### src/rtl/core/lfw_pkg.sv
// lfw_pkg: shared widths, register indexes, reset values, controller state
// and the command/status structs of the led fade wipe effect
// no dependencies
package lfw_pkg;

    localparam int TICK_W   = 32;
    localparam int COUNT_W  = 7;
    localparam int LEVEL_W  = 8;
    localparam int INDEX_W  = 6;
    localparam int TDATA_W  = 16;
    localparam int CFG_IDX_W = 3;
    localparam int DVD_W    = TICK_W + LEVEL_W;
    localparam int STEP_W   = 6;

    localparam int DEF_MAX_LEDS = 64;

    localparam logic [STEP_W-1:0] STEPS_FULL  = STEP_W'(TICK_W);
    localparam logic [STEP_W-1:0] STEPS_LEVEL = STEP_W'(LEVEL_W);

    localparam logic [CFG_IDX_W-1:0] REG_LED_COUNT    = 3'd0;
    localparam logic [CFG_IDX_W-1:0] REG_BEGIN_LEVEL  = 3'd1;
    localparam logic [CFG_IDX_W-1:0] REG_END_LEVEL    = 3'd2;
    localparam logic [CFG_IDX_W-1:0] REG_WIPE_UPWARD  = 3'd3;
    localparam logic [CFG_IDX_W-1:0] REG_RUN_INTERVAL = 3'd4;
    localparam logic [CFG_IDX_W-1:0] REG_START_TICK   = 3'd5;

    localparam logic [COUNT_W-1:0] RST_LED_COUNT    = 7'd1;
    localparam logic [LEVEL_W-1:0] RST_BEGIN_LEVEL  = 8'd0;
    localparam logic [LEVEL_W-1:0] RST_END_LEVEL    = 8'd255;
    localparam logic               RST_WIPE_UPWARD  = 1'b0;
    localparam logic [TICK_W-1:0]  RST_RUN_INTERVAL = 32'd1000;
    localparam logic [TICK_W-1:0]  RST_START_TICK   = 32'd0;

    typedef enum logic [3:0] {
        S_IDLE,
        S_SLOT,
        S_CHECK,
        S_POS,
        S_MUL,
        S_LVL_GO,
        S_LVL,
        S_FIRST,
        S_NEXT,
        S_STOP
    } t_state;

    typedef struct packed {
        logic take;
        logic start_slot;
        logic latch_slot;
        logic start_pos;
        logic latch_pos;
        logic mul;
        logic start_lvl;
        logic load_first;
        logic load_next;
        logic load_stop;
    } t_cmd;

    typedef struct packed {
        logic div_done;
        logic stop;
        logic out_free;
        logic first_last;
        logic next_last;
    } t_status;

endpackage

### src/rtl/core/led_fade_wipe_effect_top.sv
// led_fade_wipe_effect_top: stream wrapper joining controller and datapath
// uses lfw_pkg, lfw_ctrl, lfw_datapath
//
// Each tick beat yields the brightness writes of a fade wipe: the fading LED
// first, then every LED already passed at the end level, the final beat
// flagged by tlast; once the run interval is over, or when the LED count or
// slot time is zero, a tick gives one beat with running low. The shared
// one-bit-per-cycle divider works out the slot, then the position, then the
// level before the first beat of a running tick is loaded; a stopped beat
// follows the slot division alone. Further beats follow back to back when the
// sink keeps up, and the next tick can be taken in the cycle after the last
// beat is loaded. The last beat of a tick may wait in the output register
// while the next tick is taken. Configuration is written at one register per
// beat, any time the block is idle.
module led_fade_wipe_effect_top #(
    parameter int MAX_LEDS = lfw_pkg::DEF_MAX_LEDS
) (
    input  logic                            i_clk,
    input  logic                            i_rst_n,
    input  logic                            i_cfg_valid,
    output logic                            o_cfg_ready,
    input  logic [lfw_pkg::CFG_IDX_W-1:0]   i_cfg_index,
    input  logic [lfw_pkg::TICK_W-1:0]      i_cfg_data,
    input  logic                            s_axis_tvalid,
    output logic                            s_axis_tready,
    input  logic [lfw_pkg::TICK_W-1:0]      s_axis_tdata,   // tick_now
    output logic                            m_axis_tvalid,
    input  logic                            m_axis_tready,
    output logic [lfw_pkg::TDATA_W-1:0]     m_axis_tdata,   // led_index, level, zero pad
    output logic [0:0]                      m_axis_tuser,   // running
    output logic                            m_axis_tlast
);

    lfw_pkg::t_cmd               cmd;
    lfw_pkg::t_status            status;
    logic [lfw_pkg::INDEX_W-1:0] led_index;
    logic [lfw_pkg::LEVEL_W-1:0] level;
    logic                        running;

    assign o_cfg_ready = 1'b1;

    lfw_ctrl u_ctrl (
        .i_clk      (i_clk),
        .i_rst_n    (i_rst_n),
        .i_in_valid (s_axis_tvalid),
        .o_in_ready (s_axis_tready),
        .i_status   (status),
        .o_cmd      (cmd)
    );

    lfw_datapath #(
        .MAX_LEDS (MAX_LEDS)
    ) u_dp (
        .i_clk       (i_clk),
        .i_rst_n     (i_rst_n),
        .i_cfg_valid (i_cfg_valid),
        .i_cfg_index (i_cfg_index),
        .i_cfg_data  (i_cfg_data),
        .i_tick      (s_axis_tdata),
        .i_cmd       (cmd),
        .o_status    (status),
        .i_out_ready (m_axis_tready),
        .o_out_valid (m_axis_tvalid),
        .o_led_index (led_index),
        .o_level     (level),
        .o_running   (running),
        .o_last      (m_axis_tlast)
    );

    assign m_axis_tdata = {{(lfw_pkg::TDATA_W - lfw_pkg::INDEX_W - lfw_pkg::LEVEL_W){1'b0}},
                           level, led_index};
    assign m_axis_tuser = running;

endmodule

### src/rtl/core/lfw_div.sv
// lfw_div: restoring divider, one quotient bit per cycle
// uses lfw_pkg for widths; dividend is left aligned, step count chosen per use
module lfw_div (
    input  logic                             i_clk,
    input  logic                             i_rst_n,
    input  logic                             i_start,
    input  logic [lfw_pkg::TICK_W-1:0]       i_rem,
    input  logic [lfw_pkg::DVD_W-1:0]        i_dvd,
    input  logic [lfw_pkg::STEP_W-1:0]       i_steps,
    input  logic [lfw_pkg::TICK_W-1:0]       i_divisor,
    output logic                             o_done,
    output logic [lfw_pkg::DVD_W-1:0]        o_quo,
    output logic [lfw_pkg::TICK_W-1:0]       o_rem
);

    localparam logic [lfw_pkg::STEP_W-1:0] STEP_ONE = 1;

    logic                        r_busy, n_busy;
    logic                        r_done, n_done;
    logic [lfw_pkg::STEP_W-1:0]  r_cnt, n_cnt;
    logic [lfw_pkg::TICK_W-1:0]  r_rem, n_rem;
    logic [lfw_pkg::DVD_W-1:0]   r_quo, n_quo;
    logic [lfw_pkg::TICK_W-1:0]  r_divisor, n_divisor;
    logic [lfw_pkg::TICK_W:0]    trial;
    logic [lfw_pkg::TICK_W:0]    diff;
    logic                        ge;

    assign trial = {r_rem, r_quo[lfw_pkg::DVD_W-1]};
    assign diff  = trial - {1'b0, r_divisor};
    assign ge    = trial >= {1'b0, r_divisor};

    always_comb begin
        n_busy    = r_busy;
        n_done    = 1'b0;
        n_cnt     = r_cnt;
        n_rem     = r_rem;
        n_quo     = r_quo;
        n_divisor = r_divisor;
        if (i_start) begin
            n_busy    = 1'b1;
            n_cnt     = i_steps;
            n_rem     = i_rem;
            n_quo     = i_dvd;
            n_divisor = i_divisor;
        end else if (r_busy) begin
            n_rem = ge ? diff[lfw_pkg::TICK_W-1:0] : trial[lfw_pkg::TICK_W-1:0];
            n_quo = {r_quo[lfw_pkg::DVD_W-2:0], ge};
            n_cnt = r_cnt - STEP_ONE;
            if (r_cnt == STEP_ONE) begin
                n_busy = 1'b0;
                n_done = 1'b1;
            end
        end
    end

    always_ff @(posedge i_clk) begin
        if (!i_rst_n) begin
            r_busy <= 1'b0;
            r_done <= 1'b0;
            r_cnt  <= '0;
        end else begin
            r_busy <= n_busy;
            r_done <= n_done;
            r_cnt  <= n_cnt;
        end
    end

    always_ff @(posedge i_clk) begin
        r_rem     <= n_rem;
        r_quo     <= n_quo;
        r_divisor <= n_divisor;
    end

    assign o_done = r_done;
    assign o_quo  = r_quo;
    assign o_rem  = r_rem;

endmodule

### src/rtl/core/lfw_datapath.sv
// lfw_datapath: configuration registers, elapsed time, slot/position/level math
// and the output register; uses lfw_pkg and lfw_div
module lfw_datapath #(
    parameter int MAX_LEDS = lfw_pkg::DEF_MAX_LEDS
) (
    input  logic                                i_clk,
    input  logic                                i_rst_n,
    input  logic                                i_cfg_valid,
    input  logic [lfw_pkg::CFG_IDX_W-1:0]       i_cfg_index,
    input  logic [lfw_pkg::TICK_W-1:0]          i_cfg_data,
    input  logic [lfw_pkg::TICK_W-1:0]          i_tick,
    input  lfw_pkg::t_cmd                       i_cmd,
    output lfw_pkg::t_status                    o_status,
    input  logic                                i_out_ready,
    output logic                                o_out_valid,
    output logic [lfw_pkg::INDEX_W-1:0]         o_led_index,
    output logic [lfw_pkg::LEVEL_W-1:0]         o_level,
    output logic                                o_running,
    output logic                                o_last
);

    localparam int CW = lfw_pkg::COUNT_W;
    localparam int TW = lfw_pkg::TICK_W;
    localparam int LW = lfw_pkg::LEVEL_W;
    localparam int DW = lfw_pkg::DVD_W;
    localparam logic [TW-1:0] MAX_U = TW'(MAX_LEDS);
    localparam logic [CW-1:0] MAX_N = CW'(MAX_LEDS);
    localparam logic [CW-1:0] ONE_N = 1;

    logic [CW-1:0] r_led_count;
    logic [LW-1:0] r_begin_level;
    logic [LW-1:0] r_end_level;
    logic          r_wipe_upward;
    logic [TW-1:0] r_run_interval;
    logic [TW-1:0] r_start_tick;

    logic [TW-1:0]   r_elapsed;
    logic [CW-1:0]   r_n;
    logic [TW-1:0]   r_slot;
    logic [CW-1:0]   r_cur;
    logic [TW-1:0]   r_frac;
    logic [DW-1:0]   r_prod;
    logic [CW-1:0]   r_idx;

    logic                         r_out_valid;
    logic [lfw_pkg::INDEX_W-1:0]  r_out_idx;
    logic [LW-1:0]                r_out_lvl;
    logic                         r_out_run;
    logic                         r_out_last;

    logic [CW-1:0]   n_eff;
    logic            div_start;
    logic [TW-1:0]   div_rem_in;
    logic [DW-1:0]   div_dvd_in;
    logic [lfw_pkg::STEP_W-1:0] div_steps;
    logic [TW-1:0]   div_divisor;
    logic            div_done;
    logic [DW-1:0]   div_quo;
    logic [TW-1:0]   div_rem;

    logic [CW-1:0]   n_last;
    logic [CW-1:0]   pos;
    logic [CW-1:0]   cur;
    logic            diff_neg;
    logic [LW-1:0]   abs_diff;
    logic [LW-1:0]   lvl;
    logic [CW-1:0]   nxt;

    always_ff @(posedge i_clk) begin
        if (!i_rst_n) begin
            r_led_count    <= lfw_pkg::RST_LED_COUNT;
            r_begin_level  <= lfw_pkg::RST_BEGIN_LEVEL;
            r_end_level    <= lfw_pkg::RST_END_LEVEL;
            r_wipe_upward  <= lfw_pkg::RST_WIPE_UPWARD;
            r_run_interval <= lfw_pkg::RST_RUN_INTERVAL;
            r_start_tick   <= lfw_pkg::RST_START_TICK;
        end else if (i_cfg_valid) begin
            case (i_cfg_index)
                lfw_pkg::REG_LED_COUNT:    r_led_count    <= i_cfg_data[CW-1:0];
                lfw_pkg::REG_BEGIN_LEVEL:  r_begin_level  <= i_cfg_data[LW-1:0];
                lfw_pkg::REG_END_LEVEL:    r_end_level    <= i_cfg_data[LW-1:0];
                lfw_pkg::REG_WIPE_UPWARD:  r_wipe_upward  <= i_cfg_data[0];
                lfw_pkg::REG_RUN_INTERVAL: r_run_interval <= i_cfg_data;
                lfw_pkg::REG_START_TICK:   r_start_tick   <= i_cfg_data;
                default: ;
            endcase
        end
    end

    // saturate the count to the build limit
    assign n_eff = ({{(TW-CW){1'b0}}, r_led_count} > MAX_U) ? MAX_N : r_led_count;

    always_comb begin
        div_start   = i_cmd.start_slot | i_cmd.start_pos | i_cmd.start_lvl;
        div_rem_in  = '0;
        div_dvd_in  = {r_elapsed, {LW{1'b0}}};
        div_steps   = lfw_pkg::STEPS_FULL;
        div_divisor = r_slot;
        if (i_cmd.start_slot) begin
            div_dvd_in  = {r_run_interval, {LW{1'b0}}};
            div_divisor = {{(TW-CW){1'b0}}, n_eff};
        end else if (i_cmd.start_lvl) begin
            // high part of the product is already below the slot
            div_rem_in = r_prod[DW-1:LW];
            div_dvd_in = {r_prod[LW-1:0], {TW{1'b0}}};
            div_steps  = lfw_pkg::STEPS_LEVEL;
        end
    end

    lfw_div u_div (
        .i_clk     (i_clk),
        .i_rst_n   (i_rst_n),
        .i_start   (div_start),
        .i_rem     (div_rem_in),
        .i_dvd     (div_dvd_in),
        .i_steps   (div_steps),
        .i_divisor (div_divisor),
        .o_done    (div_done),
        .o_quo     (div_quo),
        .o_rem     (div_rem)
    );

    assign n_last = r_n - ONE_N;

    always_comb begin
        if (div_quo[TW-1:0] > {{(TW-CW){1'b0}}, n_last}) begin
            pos = n_last;
        end else begin
            pos = div_quo[CW-1:0];
        end
        cur = r_wipe_upward ? pos : (n_last - pos);
    end

    assign diff_neg = r_end_level < r_begin_level;
    assign abs_diff = diff_neg ? (r_begin_level - r_end_level) : (r_end_level - r_begin_level);
    assign lvl      = diff_neg ? (r_begin_level - div_quo[LW-1:0])
                               : (r_begin_level + div_quo[LW-1:0]);
    assign nxt      = r_wipe_upward ? (r_idx - ONE_N) : (r_idx + ONE_N);

    always_ff @(posedge i_clk) begin
        if (i_cmd.take) begin
            r_elapsed <= i_tick - r_start_tick;
            r_n       <= n_eff;
        end
        if (i_cmd.latch_slot) begin
            r_slot <= div_quo[TW-1:0];
        end
        if (i_cmd.latch_pos) begin
            r_cur  <= cur;
            r_frac <= div_rem;
        end
        if (i_cmd.mul) begin
            r_prod <= DW'(r_frac) * DW'(abs_diff);
        end
        if (i_cmd.load_first) begin
            r_idx <= r_cur;
        end else if (i_cmd.load_next) begin
            r_idx <= nxt;
        end
    end

    always_ff @(posedge i_clk) begin
        if (!i_rst_n) begin
            r_out_valid <= 1'b0;
        end else if (i_cmd.load_first || i_cmd.load_next || i_cmd.load_stop) begin
            r_out_valid <= 1'b1;
        end else if (i_out_ready) begin
            r_out_valid <= 1'b0;
        end
    end

    always_ff @(posedge i_clk) begin
        if (i_cmd.load_first) begin
            r_out_idx  <= r_cur[lfw_pkg::INDEX_W-1:0];
            r_out_lvl  <= lvl;
            r_out_run  <= 1'b1;
            r_out_last <= o_status.first_last;
        end else if (i_cmd.load_next) begin
            r_out_idx  <= nxt[lfw_pkg::INDEX_W-1:0];
            r_out_lvl  <= r_end_level;
            r_out_run  <= 1'b1;
            r_out_last <= o_status.next_last;
        end else if (i_cmd.load_stop) begin
            r_out_idx  <= '0;
            r_out_lvl  <= '0;
            r_out_run  <= 1'b0;
            r_out_last <= 1'b1;
        end
    end

    always_comb begin
        o_status.div_done   = div_done;
        o_status.stop       = (r_n == '0) || (r_slot == '0) || (r_elapsed >= r_run_interval);
        o_status.out_free   = !r_out_valid || i_out_ready;
        o_status.first_last = r_wipe_upward ? (r_cur == '0) : (r_cur == n_last);
        o_status.next_last  = r_wipe_upward ? (nxt == '0) : (nxt == n_last);
    end

    assign o_out_valid = r_out_valid;
    assign o_led_index = r_out_idx;
    assign o_level     = r_out_lvl;
    assign o_running   = r_out_run;
    assign o_last      = r_out_last;

endmodule

### src/rtl/core/lfw_ctrl.sv
// lfw_ctrl: tick sequencer: three divisions, a multiply, then result beats,
// or a stop beat after the slot division; uses lfw_pkg state, command/status types
module lfw_ctrl (
    input  logic              i_clk,
    input  logic              i_rst_n,
    input  logic              i_in_valid,
    output logic              o_in_ready,
    input  lfw_pkg::t_status  i_status,
    output lfw_pkg::t_cmd     o_cmd
);

    lfw_pkg::t_state r_state, n_state;

    always_ff @(posedge i_clk) begin
        if (!i_rst_n) begin
            r_state <= lfw_pkg::S_IDLE;
        end else begin
            r_state <= n_state;
        end
    end

    always_comb begin
        n_state = r_state;
        case (r_state)
            lfw_pkg::S_IDLE: begin
                if (i_in_valid) n_state = lfw_pkg::S_SLOT;
            end
            lfw_pkg::S_SLOT: begin
                if (i_status.div_done) n_state = lfw_pkg::S_CHECK;
            end
            lfw_pkg::S_CHECK: begin
                n_state = i_status.stop ? lfw_pkg::S_STOP : lfw_pkg::S_POS;
            end
            lfw_pkg::S_POS: begin
                if (i_status.div_done) n_state = lfw_pkg::S_MUL;
            end
            lfw_pkg::S_MUL: begin
                n_state = lfw_pkg::S_LVL_GO;
            end
            lfw_pkg::S_LVL_GO: begin
                n_state = lfw_pkg::S_LVL;
            end
            lfw_pkg::S_LVL: begin
                if (i_status.div_done) n_state = lfw_pkg::S_FIRST;
            end
            lfw_pkg::S_FIRST: begin
                if (i_status.out_free) begin
                    n_state = i_status.first_last ? lfw_pkg::S_IDLE : lfw_pkg::S_NEXT;
                end
            end
            lfw_pkg::S_NEXT: begin
                if (i_status.out_free && i_status.next_last) n_state = lfw_pkg::S_IDLE;
            end
            lfw_pkg::S_STOP: begin
                if (i_status.out_free) n_state = lfw_pkg::S_IDLE;
            end
            default: n_state = lfw_pkg::S_IDLE;
        endcase
    end

    always_comb begin
        o_cmd      = '0;
        o_in_ready = 1'b0;
        case (r_state)
            lfw_pkg::S_IDLE: begin
                o_in_ready       = 1'b1;
                o_cmd.take       = i_in_valid;
                o_cmd.start_slot = i_in_valid;
            end
            lfw_pkg::S_SLOT:   o_cmd.latch_slot = i_status.div_done;
            lfw_pkg::S_CHECK:  o_cmd.start_pos  = !i_status.stop;
            lfw_pkg::S_POS:    o_cmd.latch_pos  = i_status.div_done;
            lfw_pkg::S_MUL:    o_cmd.mul        = 1'b1;
            lfw_pkg::S_LVL_GO: o_cmd.start_lvl  = 1'b1;
            lfw_pkg::S_LVL:    ;
            lfw_pkg::S_FIRST:  o_cmd.load_first = i_status.out_free;
            lfw_pkg::S_NEXT:   o_cmd.load_next  = i_status.out_free;
            lfw_pkg::S_STOP:   o_cmd.load_stop  = i_status.out_free;
            default: ;
        endcase
    end

endmodule

### config.mk
export PLATFORM = sky130hd
export DESIGN_NAME = led_fade_wipe_effect_top
export DESIGN_NICKNAME = d
export VERILOG_FILES = /design/src/rtl/core/lfw_pkg.sv /design/src/rtl/core/led_fade_wipe_effect_top.sv /design/src/rtl/core/lfw_div.sv /design/src/rtl/core/lfw_datapath.sv /design/src/rtl/core/lfw_ctrl.sv
export SDC_FILE = /design/constraint.sdc
export NUM_CORES = 1
export LEC_CHECK = 0
export BUFFER_PORTS_ARGS = -buffer_cell sky130_fd_sc_hd__buf_2
export CORE_ASPECT_RATIO = 0.7
export CORE_MARGIN = 1.5
export CORE_UTILIZATION = 35
export DETAILED_ROUTE_END_ITERATION = 10
export GPL_TIMING_DRIVEN = 0
export SYNTH_ARGS = -nofsm -noshare
export SYNTH_HDL_FRONTEND = slang
export SYNTH_SLANG_ARGS = --single-unit
### constraint.sdc
create_clock -name i_clk -period 10.5 [get_ports i_clk]
set_input_delay 0.525 -clock i_clk [delete_from_list [all_inputs] [get_ports i_clk]]
set_output_delay 0.525 -clock i_clk [all_outputs]
set_load 0.01 [all_outputs]
Yosys cells after proc, flatten, opt, wreduce, memory -nomap -nowiden

Index checks and enable logic that the tools add are counted.

Register bits after elaboration: 378
Output and inout port bits: 21

Bitwise gates (word level): 4
$lt $le $gt $ge: 5
Add/sub/neg operators: 11
Multiplexer cells: 59
Reduce and logical (&&, ||, !) cells: 27
Multiply operators: 1
Equality and inequality tests: 24

Operators by type and width:

| cell                | number |
|---|---|
| $mux 32             | 5 |
| $mux 40             | 4 |
| $sub 32x32->32      | 2 |
| $mux 7              | 7 |
| $mux 6              | 7 |
| $mul 32x8->40       | 1 |
| $mux 8              | 5 |
| $pmux 4 s10         | 1 |
| $mux 4              | 9 |
| $ge 33x32->1        | 1 |
| $ge 32x32->1        | 1 |
| $gt 32x7->1         | 1 |
| $logic_not 32->1    | 1 |
| $sub 8x8->8         | 3 |
| $logic_not 7->1     | 3 |
| $mux 1              | 20 |
| $eq 4x3->1 const B  | 4 |
| $eq 7x7->1          | 2 |
| $sub 7x1->7 const B | 2 |
| $ne 2x1->1 const B  | 6 |
| $reduce_and 2->1    | 6 |
| $add 8x8->8         | 1 |
| $eq 4x2->1 const B  | 2 |
| $eq 4x4->1 const B  | 2 |
| other kinds (24)    | 35 |

Depth between registers and ports, before layout

Gate-level depths: netlist of the first run.

Depth after elaboration: 8
Mapped depth: 30

By module

Synthesis of the first run repeated with hierarchy kept, for this count alone.

Cell total of the unflattened synthesis: 3,052
Area total of the unflattened synthesis: 29,723.5 um2

Modules (own cells, without submodules):

| module                   | area each (um2) | instances | cells each |
|---|---|---|---|
| lfw_datapath             | 22,653.0        | 1         | 2,410 |
| lfw_div                  | 6,675.2         | 1         | 583 |
| lfw_ctrl                 | 365.4           | 1         | 54 |
| led_fade_wipe_effect_top | 30.0            | 1         | 5 |

Least setup slack after synthesis of the first run

OpenSTA, ideal clock, no wires.

Path kind: flip-flop to flip-flop
Start: register u_dp.r_end_level[0]
End: register u_dp.r_prod[39] (data pin)
Setup time: 0.260 ns
Path buffers: 1
Path slack: 3.003 ns
Cell stages (with the launch flop): 30
Arrival time: 7.238 ns
Path through: dfxtp_1 inv_1 ha_1 fa_1 nor2b_1 o21a_1 o211ai_2 and3_1 or2_1 a311oi_2 nor4b_1 nor3_2 buf_6 and2_4 fa_1 fa_1 fa_1 inv_1 fa_1 inv_1 ha_1 o211a_1 o31ai_2 a21oi_1 or4_1 a21oi_2 a21oi_2 a211o_1 a221o_1 xnor2_1

Longest elaborated chain between the ends: 3
Elaborated cells on any way between the ends: 5

RTL lines:

| item                                      | RTL line                                 | RTL |
|---|---|---|
| start, declared                           | lfw_datapath.sv:32                       | `logic [LW-1:0] r_end_level;` |
| start signal, assigned                    | lfw_datapath.sv:73                       | `r_end_level <= lfw_pkg::RST_END_LEVEL;` |
| start signal, assigned                    | lfw_datapath.sv:81                       | `lfw_pkg::REG_END_LEVEL: r_end_level <= i_cfg_data[LW-1:0];` |
| $sub 8x8->8 or $lt 8x8->1 (tied branches) | lfw_datapath.sv:135, lfw_datapath.sv:134 |  |
| $mux 8 *                                  | lfw_datapath.sv:135                      | `assign abs_diff = diff_neg ? (r_begin_level - r_end_level) : (r_end_level - r_begin_level);` |
| $mul 32x8->40 *                           | lfw_datapath.sv:153                      | `r_prod <= DW'(r_frac) * DW'(abs_diff);` |
| end signal, assigned                      | lfw_datapath.sv:153                      |  |
| end, declared                             | lfw_datapath.sv:42                       | `logic [DW-1:0] r_prod;` |

Mark *: on every way between the ends. The rest lies on a longest branch, timed or not.
A chain may end at the register's enable or synchronous reset.

Final worst setup path of the first run

Ends and elaborated chain as after synthesis.

==> metrics.cfg, run 1 <==
[run_status]
status=completed

[clock_tree]
h-tree-depth=2
cts_buffer_depth=3
root_buffer=clkbuf_16
cts_tree=yes
cts.reportedPaths.clkPinSlew_ps=70
clock_sinks=378
ctsResizeCount=0
ctsHoldBuffers=0
cts_buffers=36
clkLatencyLatePin_ps=560
post_cts_buffers=0

[sta]
whs_ps=222
finClkSkew_ps=28.6
hold_viol_final=0
rsz0062_at_grt=false
fmax_ghz=0.110
tightest_slew_ps=1290
setup_viol=0
worst_slew_margin_rel_pct=11.9
setup_tns_ps=0
fin_crit_sh_pct=86.8
period_needed_ps=9110
slew_violations=0
fin_ws_ps=1390

[critical_path]
cp.arrival_ps=9410
cp-start-kind=flip-flop
crit_path_max_incr_delay_ps=880
cp_slowest_cell=nor3_2
critPathRequiredTime_ps=10800
critPathBufInv=5
crit_type=flip-flop to flip-flop
end_kind=flip-flop
cpMostUsedCell=fa_1
worst-path-max-fanout=10
crit_family=adder cells

[yosys]
synth_top_family_by_area=adder cells
synth_area_sq_um=28500
avgSynthCellArea_sq_um=9.70
netlist_instances=2934
synth-compound-area-share_pct=14.0
synth_cell_types=89
synth_ff_type=edfxtp_1
yosys.area.top_type=edfxtp_1
yosysWarnings=0
ys_ff_latch=378
ys_seq_area_share_pct=36.3
synth_adder_area_share_pct=22.0
synth_xor_area_share_pct=3.78
muxShareOfSynthArea_pct=0.927
ys_top_cells_by_area=edfxtp_1 (29%), fa_1 (13%), ha_1 (8.9%)
synth_top_area_share_pct=29.1
ys_async_sr_fraction_pct=0
synth_edf_count=276
synthSimpleGateAreaFrac_pct=16.7

[floorplan]
start_util_pct=35.3
num_io_pins=93
row_count=87
coreArea_sq_um=80600
die_x_um=344
die_area_sq_um=83100
die_h_um=242

[global_routing]
grt_pass1_vias=20900
antenna_found_initial=6
overflow=0
grt_max_degree=42
grt.total_usage_pct=18.9
grt_pass1_wl_um=123000

[placement]
io_buffers=88
dp_hpwl_um=63000
numPlacedInstances=4104
place_area_sq_um=30400
gp_congestion=0.909
dp_slack_ps=1440

[layout]
stdcell_area_sq_um=31600
final_cells=4169
area_growth_pct=11.0
drive_above_1_share_pct=7.84
nNetsFinal=3535

[routing]
wl_per_cell_um=19.0
drt-initial-drc-count=2053
routed_wl_um=79100
postRouteAntennaNets=0
first_pass_iters=5
drc=0
vias=21900
via_per_inst=5.25

[worst_hold_path]
hold_path_class=input pin to flip-flop

[power]
p_leak_nw=12.8
p_per_area_nw_per_um2=250
vdd_ir_drop_max_uv=202

[run]
maxCapViolations=0

## synthesized netlist by cell type, drive strengths merged (6+ instances only)
cell,number
nand2b,35
buf,24
and3,20
nand3,37
clkbuf,77
a211oi,16
nor2b,56
nand2,344
o311ai,8
o21a,24
a31oi,21
or3,9
inv,360
edfxtp,276
a21oi,217
a21o,46
mux2,8
fa,187
xor2,41
mux2i,17
o21ai,113
a21boi,11
nor2,92
nand4,18
or4,6
o31a,7
or2,6
o31ai,7
a22o,6
a32oi,10
o22ai,31
and2,227
ha,202
a22oi,31
nor3,39
o21bai,16
nor4,23
o211ai,26
dfxtp,102
a2111oi,6
xnor2,82
## worst paths after layout
| path | start | to | slack, ps | depth (start not counted) |
|---|---|---|---|---|
| max | u_dp.r_end_level[0] | u_dp.r_prod[39] | 1390 | 30 |
| min | i_cfg_data[25] | u_dp.r_run_interval[25] | 220 | 3 |
| max reg2reg | u_dp.r_end_level[0] | u_dp.r_prod[39] | 1390 | 30 |
| min reg2reg | u_dp.r_led_count[3] | u_dp.r_led_count[3] | 450 | 2 |
## cells in the final DEF (no fill, tap or decap), types with 97 or more instances in the layout
cell	n
dfxtp_1	102
fa_1	187
ha_1	202
and2_1	198
o21ai_0	99
inv_1	357
edfxtp_1	276
buf_2	97
a21oi_1	213
nand2_1	341
## metal layers
metal | GRT usage [%] | vias up | share of wire (%) | wire [um]
met2 | 24.7 | 669 | 38 | 30000
met1 | 31.5 | 10800 | 52 | 41500
met4 | 1.82 | 0 | 0.81 | 637
met5 | 0 | - | 0 | 0
li1 | - | 10300 | - | -
met3 | 4.65 | 63 | 8.8 | 7000
## area by class of cell
type | count | area, sq um
fillers | 8084 | 48900
multi-input cells | 2096 | 16400
flip-flops and latches | 378 | 10300
inverters | 360 | 1350
well taps | 1068 | 1340
clock buffers | 40 | 936
repair buffers | 101 | 586
plain buffers | 101 | 439
clock inverters | 24 | 253
diodes | 1 | 2.50
## cell families after synthesis
logic type | count (synthesis)
XOR/XNOR | 123
AO/OA/AOI/OAI | 629
flip-flops | 378
adder cells (fa/ha/maj) | 389
other | 2
buffers and inverters | 461
AND/OR/NAND/NOR | 927
multiplexers | 25
## where the power goes
group | total [mW] | switching [mW] | internal [mW]
sequential | 2.06 | 0.107 | 1.95
combinational | 4.49 | 2.70 | 1.78
clock | 1.36 | 0.614 | 0.749
## through the flow
stage | total power [mW] | utilization, %
4_1_cts | 7.85 | 39.2
5_1_grt | 8.55 | 39.2
3_5_place_dp | 6.45 | 37.8
2_1_floorplan | 5.38 | -
6_report | 7.91 | 39.2
3_3_place_gp | 6.42 | 37.6
## state kept, by name, summed over array words and instances (netlist names), 4 cells and up
register / count
u_dp.r_end_level: 8
u_dp.u_div.o_quo: 40
u_dp.u_div.o_rem: 32
u_dp.r_led_count: 7
u_dp.r_frac: 32
u_dp.r_start_tick: 32
u_dp.u_div.r_cnt: 6
u_dp.r_idx: 7
u_dp.r_elapsed: 32
u_dp.r_begin_level: 8
u_dp.o_level: 8
u_dp.r_run_interval: 32
u_dp.o_led_index: 6
u_dp.r_prod: 40
u_dp.r_slot: 32
u_dp.u_div.r_divisor: 32
u_ctrl.r_state: 4
u_dp.r_n: 7
u_dp.r_cur: 7
## worst register-to-register path: cells and delay by family, from the launching register on
family | cells | cell delay (ps)
fa+ha+maj | 7 | 3190
simple gates | 7 | 2320
compound gates | 10 | 2310
buf+inv | 5 | 570
flops | 1 | 360
xor+xnor | 1 | 130
Power figures use the tool's default switching activity.
==> run 2, diff against run 1 <==
Clock period 10.5 ns to 7.65 ns, I/O delays scaled along.
==> metrics.cfg, run 2 (synthesized netlist as in run 1, its figures left out) <==
[routing]
first_pass_iters=6  ; +1
wl_per_cell_um=19.1  ; +0.67%
wl_met2_um=30800  ; +2.7%
postRouteAntennaNets=0  ; unchanged
wl_met1_um=41300  ; -0.46%
wl_met3_um=7730  ; +10%
top_layer_used=met4
routed_wl_um=80400  ; +1.7%
via_per_inst=5.25  ; about the same
vias=22100  ; +1.1%
drt-initial-drc-count=2034  ; -0.93%
drc=0  ; unchanged

[layout]
drive_above_1_share_pct=12.5  ; +4.6 points
final_cells=4213  ; +1.1%
area_growth_pct=15.1
nNetsFinal=3578  ; +1.2%
regArea_sq_um=10300  ; about the same
fill_cells=7979  ; -1.3%
final_common_cell=inv_1
multi_input_area_sq_um=17000  ; +3.8%
layout_common_cells=inv_1 (347), nand2_1 (340), edfxtp_1 (276), a21oi_1 (202), and2_1 (197)
stdcell_area_sq_um=32800  ; +3.7%
final_core_util_pct=40.7  ; +1.4 points

[clock_tree]
cts_buffer_depth=3  ; unchanged
clkLatencyLatePin_ps=560  ; about the same
cts_buffers=36  ; unchanged
ctsHoldBuffers=0  ; unchanged
h-tree-depth=2  ; unchanged
cts.reportedPaths.clkPinSlew_ps=70  ; about the same
clock_sinks=378  ; unchanged
cts_tree=yes
root_buffer=clkbuf_16

[global_routing]
grt_pass1_wl_um=125000  ; +1.1%
grt.total_usage_pct=19.2  ; +0.21 points
overflow=0  ; unchanged
grt_max_degree=42  ; unchanged
grt_pass1_vias=21200  ; +1.5%
antenna_found_initial=6  ; unchanged

[sta]
tightest_slew_ps=1320  ; +35.1 ps
setup_tns_ps=-257  ; -257 ps
rsz0062_at_grt=true
setup_viol=3  ; +3
worst_slew_margin_rel_pct=9.50  ; -2.4 points
period_needed_ps=7760  ; -1350 ps
finClkSkew_ps=26.6  ; -2.04 ps
fmax_ghz=0.129  ; +17%
slew_violations=0  ; unchanged
fin_crit_sh_pct=101  ; +15 points
hold_viol_final=0  ; unchanged
fin_ws_ps=-110  ; -1500 ps

[critical_path]
crit_type=flip-flop to flip-flop
crit_path_max_incr_delay_ps=550  ; -330 ps
critPathBufInv=7  ; +2
crit_path_end=u_dp.r_prod[33]
end_kind=flip-flop
crit_cells=32  ; +6.7%
crit_family=adder cells
rrSetupSlack_ps=-110  ; -1500 ps
cp_slowest_cell=fa_1
startpoint=u_dp.r_end_level[0]
reg2reg_depth=32  ; +6.7%
cp-start-kind=flip-flop
r2r-start=u_dp.r_end_level[0]
rr_endpoint=u_dp.r_prod[33]
critPathRequiredTime_ps=8060  ; -2740 ps
cp.arrival_ps=8170  ; -1240 ps
cpMostUsedCell=fa_1
worst-path-max-fanout=6  ; -4

[floorplan]
start_util_pct=35.3  ; unchanged
num_io_pins=93  ; unchanged
die_x_um=344  ; unchanged
die_h_um=242  ; unchanged
coreArea_sq_um=80600  ; unchanged
row_count=87  ; unchanged
die_area_sq_um=83100  ; unchanged

[placement]
dp_hpwl_um=63000  ; unchanged
gp_congestion=0.909  ; unchanged
place_area_sq_um=30400  ; unchanged
numPlacedInstances=4104  ; unchanged
io_buffers=88  ; unchanged

[power]
p_per_area_nw_per_um2=377  ; +51%
p_leak_nw=13.1  ; +2.5%
finalPower_mw=12.3  ; +56%
vdd_ir_drop_max_uv=356  ; +77%

[worst_hold_path]
hold_path_class=input pin to flip-flop

[run_status]
status=complete, but fails checks
violations=negative setup slack

[run]
maxCapViolations=0  ; unchanged

run 2: cell count changes in the layout (fill, tap and decap cells not counted), moves of 9 or more:
cell,change
buf_4,+35
ha_1,-24
ha_4,+16
a21oi_1,-11
clkbuf_1,-11
inv_1,-10
buf_12,+9
run 2: worst register-to-register path, delay by kind of cell (launching register included):
family          cells  cell delay (ps)
simple gates        9             2210
flops               1              350
fa+ha+maj           7             2740
compound gates      9             1620
buf+inv             7              720
run 2: worst min path at each step:
stage / from / to / slack (ps) / cells after the start
after global routing: i_cfg_data[18] / u_dp.r_start_tick[18] / 80 / 3
after floorplan: u_dp.r_led_count[1] / u_dp.r_led_count[1] / 430 / 2
after CTS: i_cfg_data[25] / u_dp.r_run_interval[25] / 60 / 3
after detailed placement: u_dp.r_led_count[3] / u_dp.r_led_count[3] / 440 / 2
final: i_cfg_data[12] / u_dp.r_start_tick[12] / 80 / 3
after global placement: u_dp.r_led_count[4] / u_dp.r_led_count[4] / 440 / 2
run 2: metrics by stage:
step	setup WS [ps]	hold WS, ps
2_1_floorplan	153	432
3_3_place_gp	-1380	439
3_5_place_dp	-1410	443
4_1_cts	-154	61.8
5_1_grt	-299	76.2
6_report	-110	82.0
run 2: routing by layer:
layer	track usage [%]	vias up
li1	-	10400
met1	31.6	10900
met2	25.1	748
met3	4.86	66
met4	1.91	0
met5	0	-
run 2: layout make-up:
| type | instances | share of cell area (%) |
|---|---|---|
| Antenna cell | 2 | 0.0153 |
| Clock buffer | 40 | 2.86 |
| Buffer | 99 | 1.57 |
| Clock inverter | 24 | 0.771 |
| Inverter | 360 | 4.14 |
| Multi-Input combinational cell | 2096 | 51.9 |
| Timing Repair Buffer | 146 | 3.13 |
| Sequential cell | 378 | 31.6 |
| Tap cell | 1068 | 4.08 |
run 2: timing repair:
item | 4_1_cts | 5_1_grt
setup endpoints to repair | 29 | 21
setup buffers | 22 | 23
pin swaps | 35 | 78
cloned | 0 | 1
resized for setup | 82 | 96
endpoints found under the hold margin | 0 | 0
run 2: power by group:
part / switching [mW] / internal, mW / leakage [nW]
Sequential: 0.148 / 2.68 / 3.42
Clock: 0.844 / 1.03 / 0.583
Combinational: 4.29 / 3.35 / 9.13
Total: 5.29 / 7.06 / 13.1
==> run 3, diff against run 2 <==
Settings changed: ABC_CLOCK_PERIOD_IN_PS set to 7650, CELL_PAD_IN_SITES_DETAIL_PLACEMENT set to 1, CELL_PAD_IN_SITES_GLOBAL_PLACEMENT set to 1, PLACE_DENSITY_LB_ADDON set to 0.1, RECOVER_POWER set to 25.
==> metrics.cfg, run 3 (synthesized netlist as in run 1, its figures left out) <==
[placement]
gp_congestion=0.851  ; -6.4%
dp_hpwl_um=72800  ; +16%
io_buffers=88  ; unchanged

[power]
p_per_area_nw_per_um2=386  ; +2.5%
p_leak_nw=13.2  ; +0.64%
vdd_ir_drop_max_uv=334  ; -6.2%
finalPower_mw=12.8  ; +3.4%

[sta]
finClkSkew_ps=16.9  ; -9.73 ps
fmax_ghz=0.128  ; -1.0%
rsz0062_at_grt=true
period_needed_ps=7840  ; +81.3 ps
whs_ps=80.3  ; -1.62 ps
setup_viol=4  ; +1
setup_tns_ps=-539  ; -282 ps
tightest_slew_ps=1420  ; +101 ps
worst_slew_margin_rel_pct=4.33  ; -5.2 points
slew_violations=0  ; unchanged
hold_viol_final=0  ; unchanged
fin_ws_ps=-191  ; -81.3 ps
fin_crit_sh_pct=103  ; +1.1 points

[floorplan]
die_x_um=344  ; unchanged
die_h_um=242  ; unchanged
start_util_pct=35.3  ; unchanged
row_count=87  ; unchanged
coreArea_sq_um=80600  ; unchanged
die_area_sq_um=83100  ; unchanged
num_io_pins=93  ; unchanged

[routing]
via_per_inst=5.30  ; +0.98%
first_pass_iters=5  ; -1
drc=0  ; unchanged
postRouteAntennaNets=0  ; unchanged
drt-initial-drc-count=1288  ; -37%
vias=22400  ; +1.3%
wl_per_cell_um=21.7  ; +14%
routed_wl_um=91700  ; +14%

[layout]
final_common_cell=inv_1
layout_common_cells=inv_1 (346), nand2_1 (340), edfxtp_1 (276), a21oi_1 (201), and2_1 (196)
nNetsFinal=3587  ; +0.25%
drive_above_1_share_pct=12.6  ; +0.083 points
final_core_util_pct=41.1  ; +0.38 points
area_growth_pct=16.2

[critical_path]
crit_type=flip-flop to flip-flop
startpoint=u_dp.r_end_level[0]
cpMostUsedCell=fa_1
critPathBufInv=6  ; -1
cp_slowest_cell=fa_1
end_kind=flip-flop
crit_path_max_incr_delay_ps=550  ; about the same
cp.arrival_ps=8140  ; -30 ps
r2r-start=u_dp.r_end_level[0]
critPathRequiredTime_ps=7950  ; -110 ps
cp-start-kind=flip-flop
worst-path-max-fanout=8  ; +2
crit_family=adder cells

[global_routing]
overflow=0  ; unchanged
grt.total_usage_pct=22.1  ; +2.9 points
grt_pass1_wl_um=142000  ; +14%
antenna_found_initial=6  ; unchanged
grt_pass1_vias=23400  ; +10%
grt_max_degree=42  ; unchanged

[clock_tree]
cts.reportedPaths.clkPinSlew_ps=70  ; about the same
ctsHoldBuffers=0  ; unchanged
cts_buffer_depth=3  ; unchanged
clkLatencyLatePin_ps=560  ; about the same
root_buffer=clkbuf_16
clock_sinks=378  ; unchanged
cts_tree=yes
h-tree-depth=2  ; unchanged
cts_buffers=39  ; +8.3%

[worst_hold_path]
hold_path_class=input pin to flip-flop
hp-start=i_cfg_data[11]

[run_status]
violations=negative setup slack
status=complete, but fails checks

[run]
maxCapViolations=0  ; unchanged

## run 3: power by group
| part | internal [mW] | switching (mW) |
|---|---|---|
| sequential | 2.68 | 0.157 |
| clock | 1.21 | 0.857 |
| combinational | 3.43 | 4.43 |
## run 3: worst paths after layout
kind | slack, ps | cells after the start | end
setup / recovery | -190 | 31 | u_dp.r_prod[39]
hold / removal | 80 | 3 | u_dp.r_start_tick[11]
setup reg to reg | -190 | 31 | u_dp.r_prod[39]
hold reg to reg | 450 | 2 | u_dp.r_start_tick[24]
## run 3: cell type report
| cell class | count | area, sq um |
|---|---|---|
| sequential | 378 | 10300 |
| tap | 1068 | 1340 |
| clock inverter | 14 | 191 |
| clock buffer | 55 | 1150 |
| multi-input combinational | 2096 | 17100 |
| inverter | 360 | 1350 |
| timing repair buffer | 154 | 1040 |
| buffer | 97 | 539 |
| antenna | 3 | 7.51 |
| fill | 9138 | 47500 |
## run 3: metal layers
metal,vias up,wire length [um],share of wire (%),global-route usage [%]
li1,10400,-,-,-
met1,11500,48000,52,35.1
met2,421,38100,42,31.7
met3,78,4510,4.9,3.51
met4,0,1140,1.2,2.99
met5,-,0,0,0
## run 3: what timing repair did
item                       CTS  global route
buffers inserted            36            18
setup endpoints to repair   30            21
resized for setup          120            87
pin swaps                   43            92
## run 3: worst min-delay path, cell delays in order
cell,delay (ps)
buf_2,110
nand2_1,50
a21oi_1,50
## run 3: per-stage QoR
step | setup WS (ps) | area, sq um | std cells
global route | -396 | 33100 | 4222
CTS | -250 | 32700 | 4207
finish | -191 | 33100 | 4225
floorplan | 153 | 28500 | 2935
detailed placement | -1770 | 30400 | 4103
global placement | -1570 | 30300 | 4091
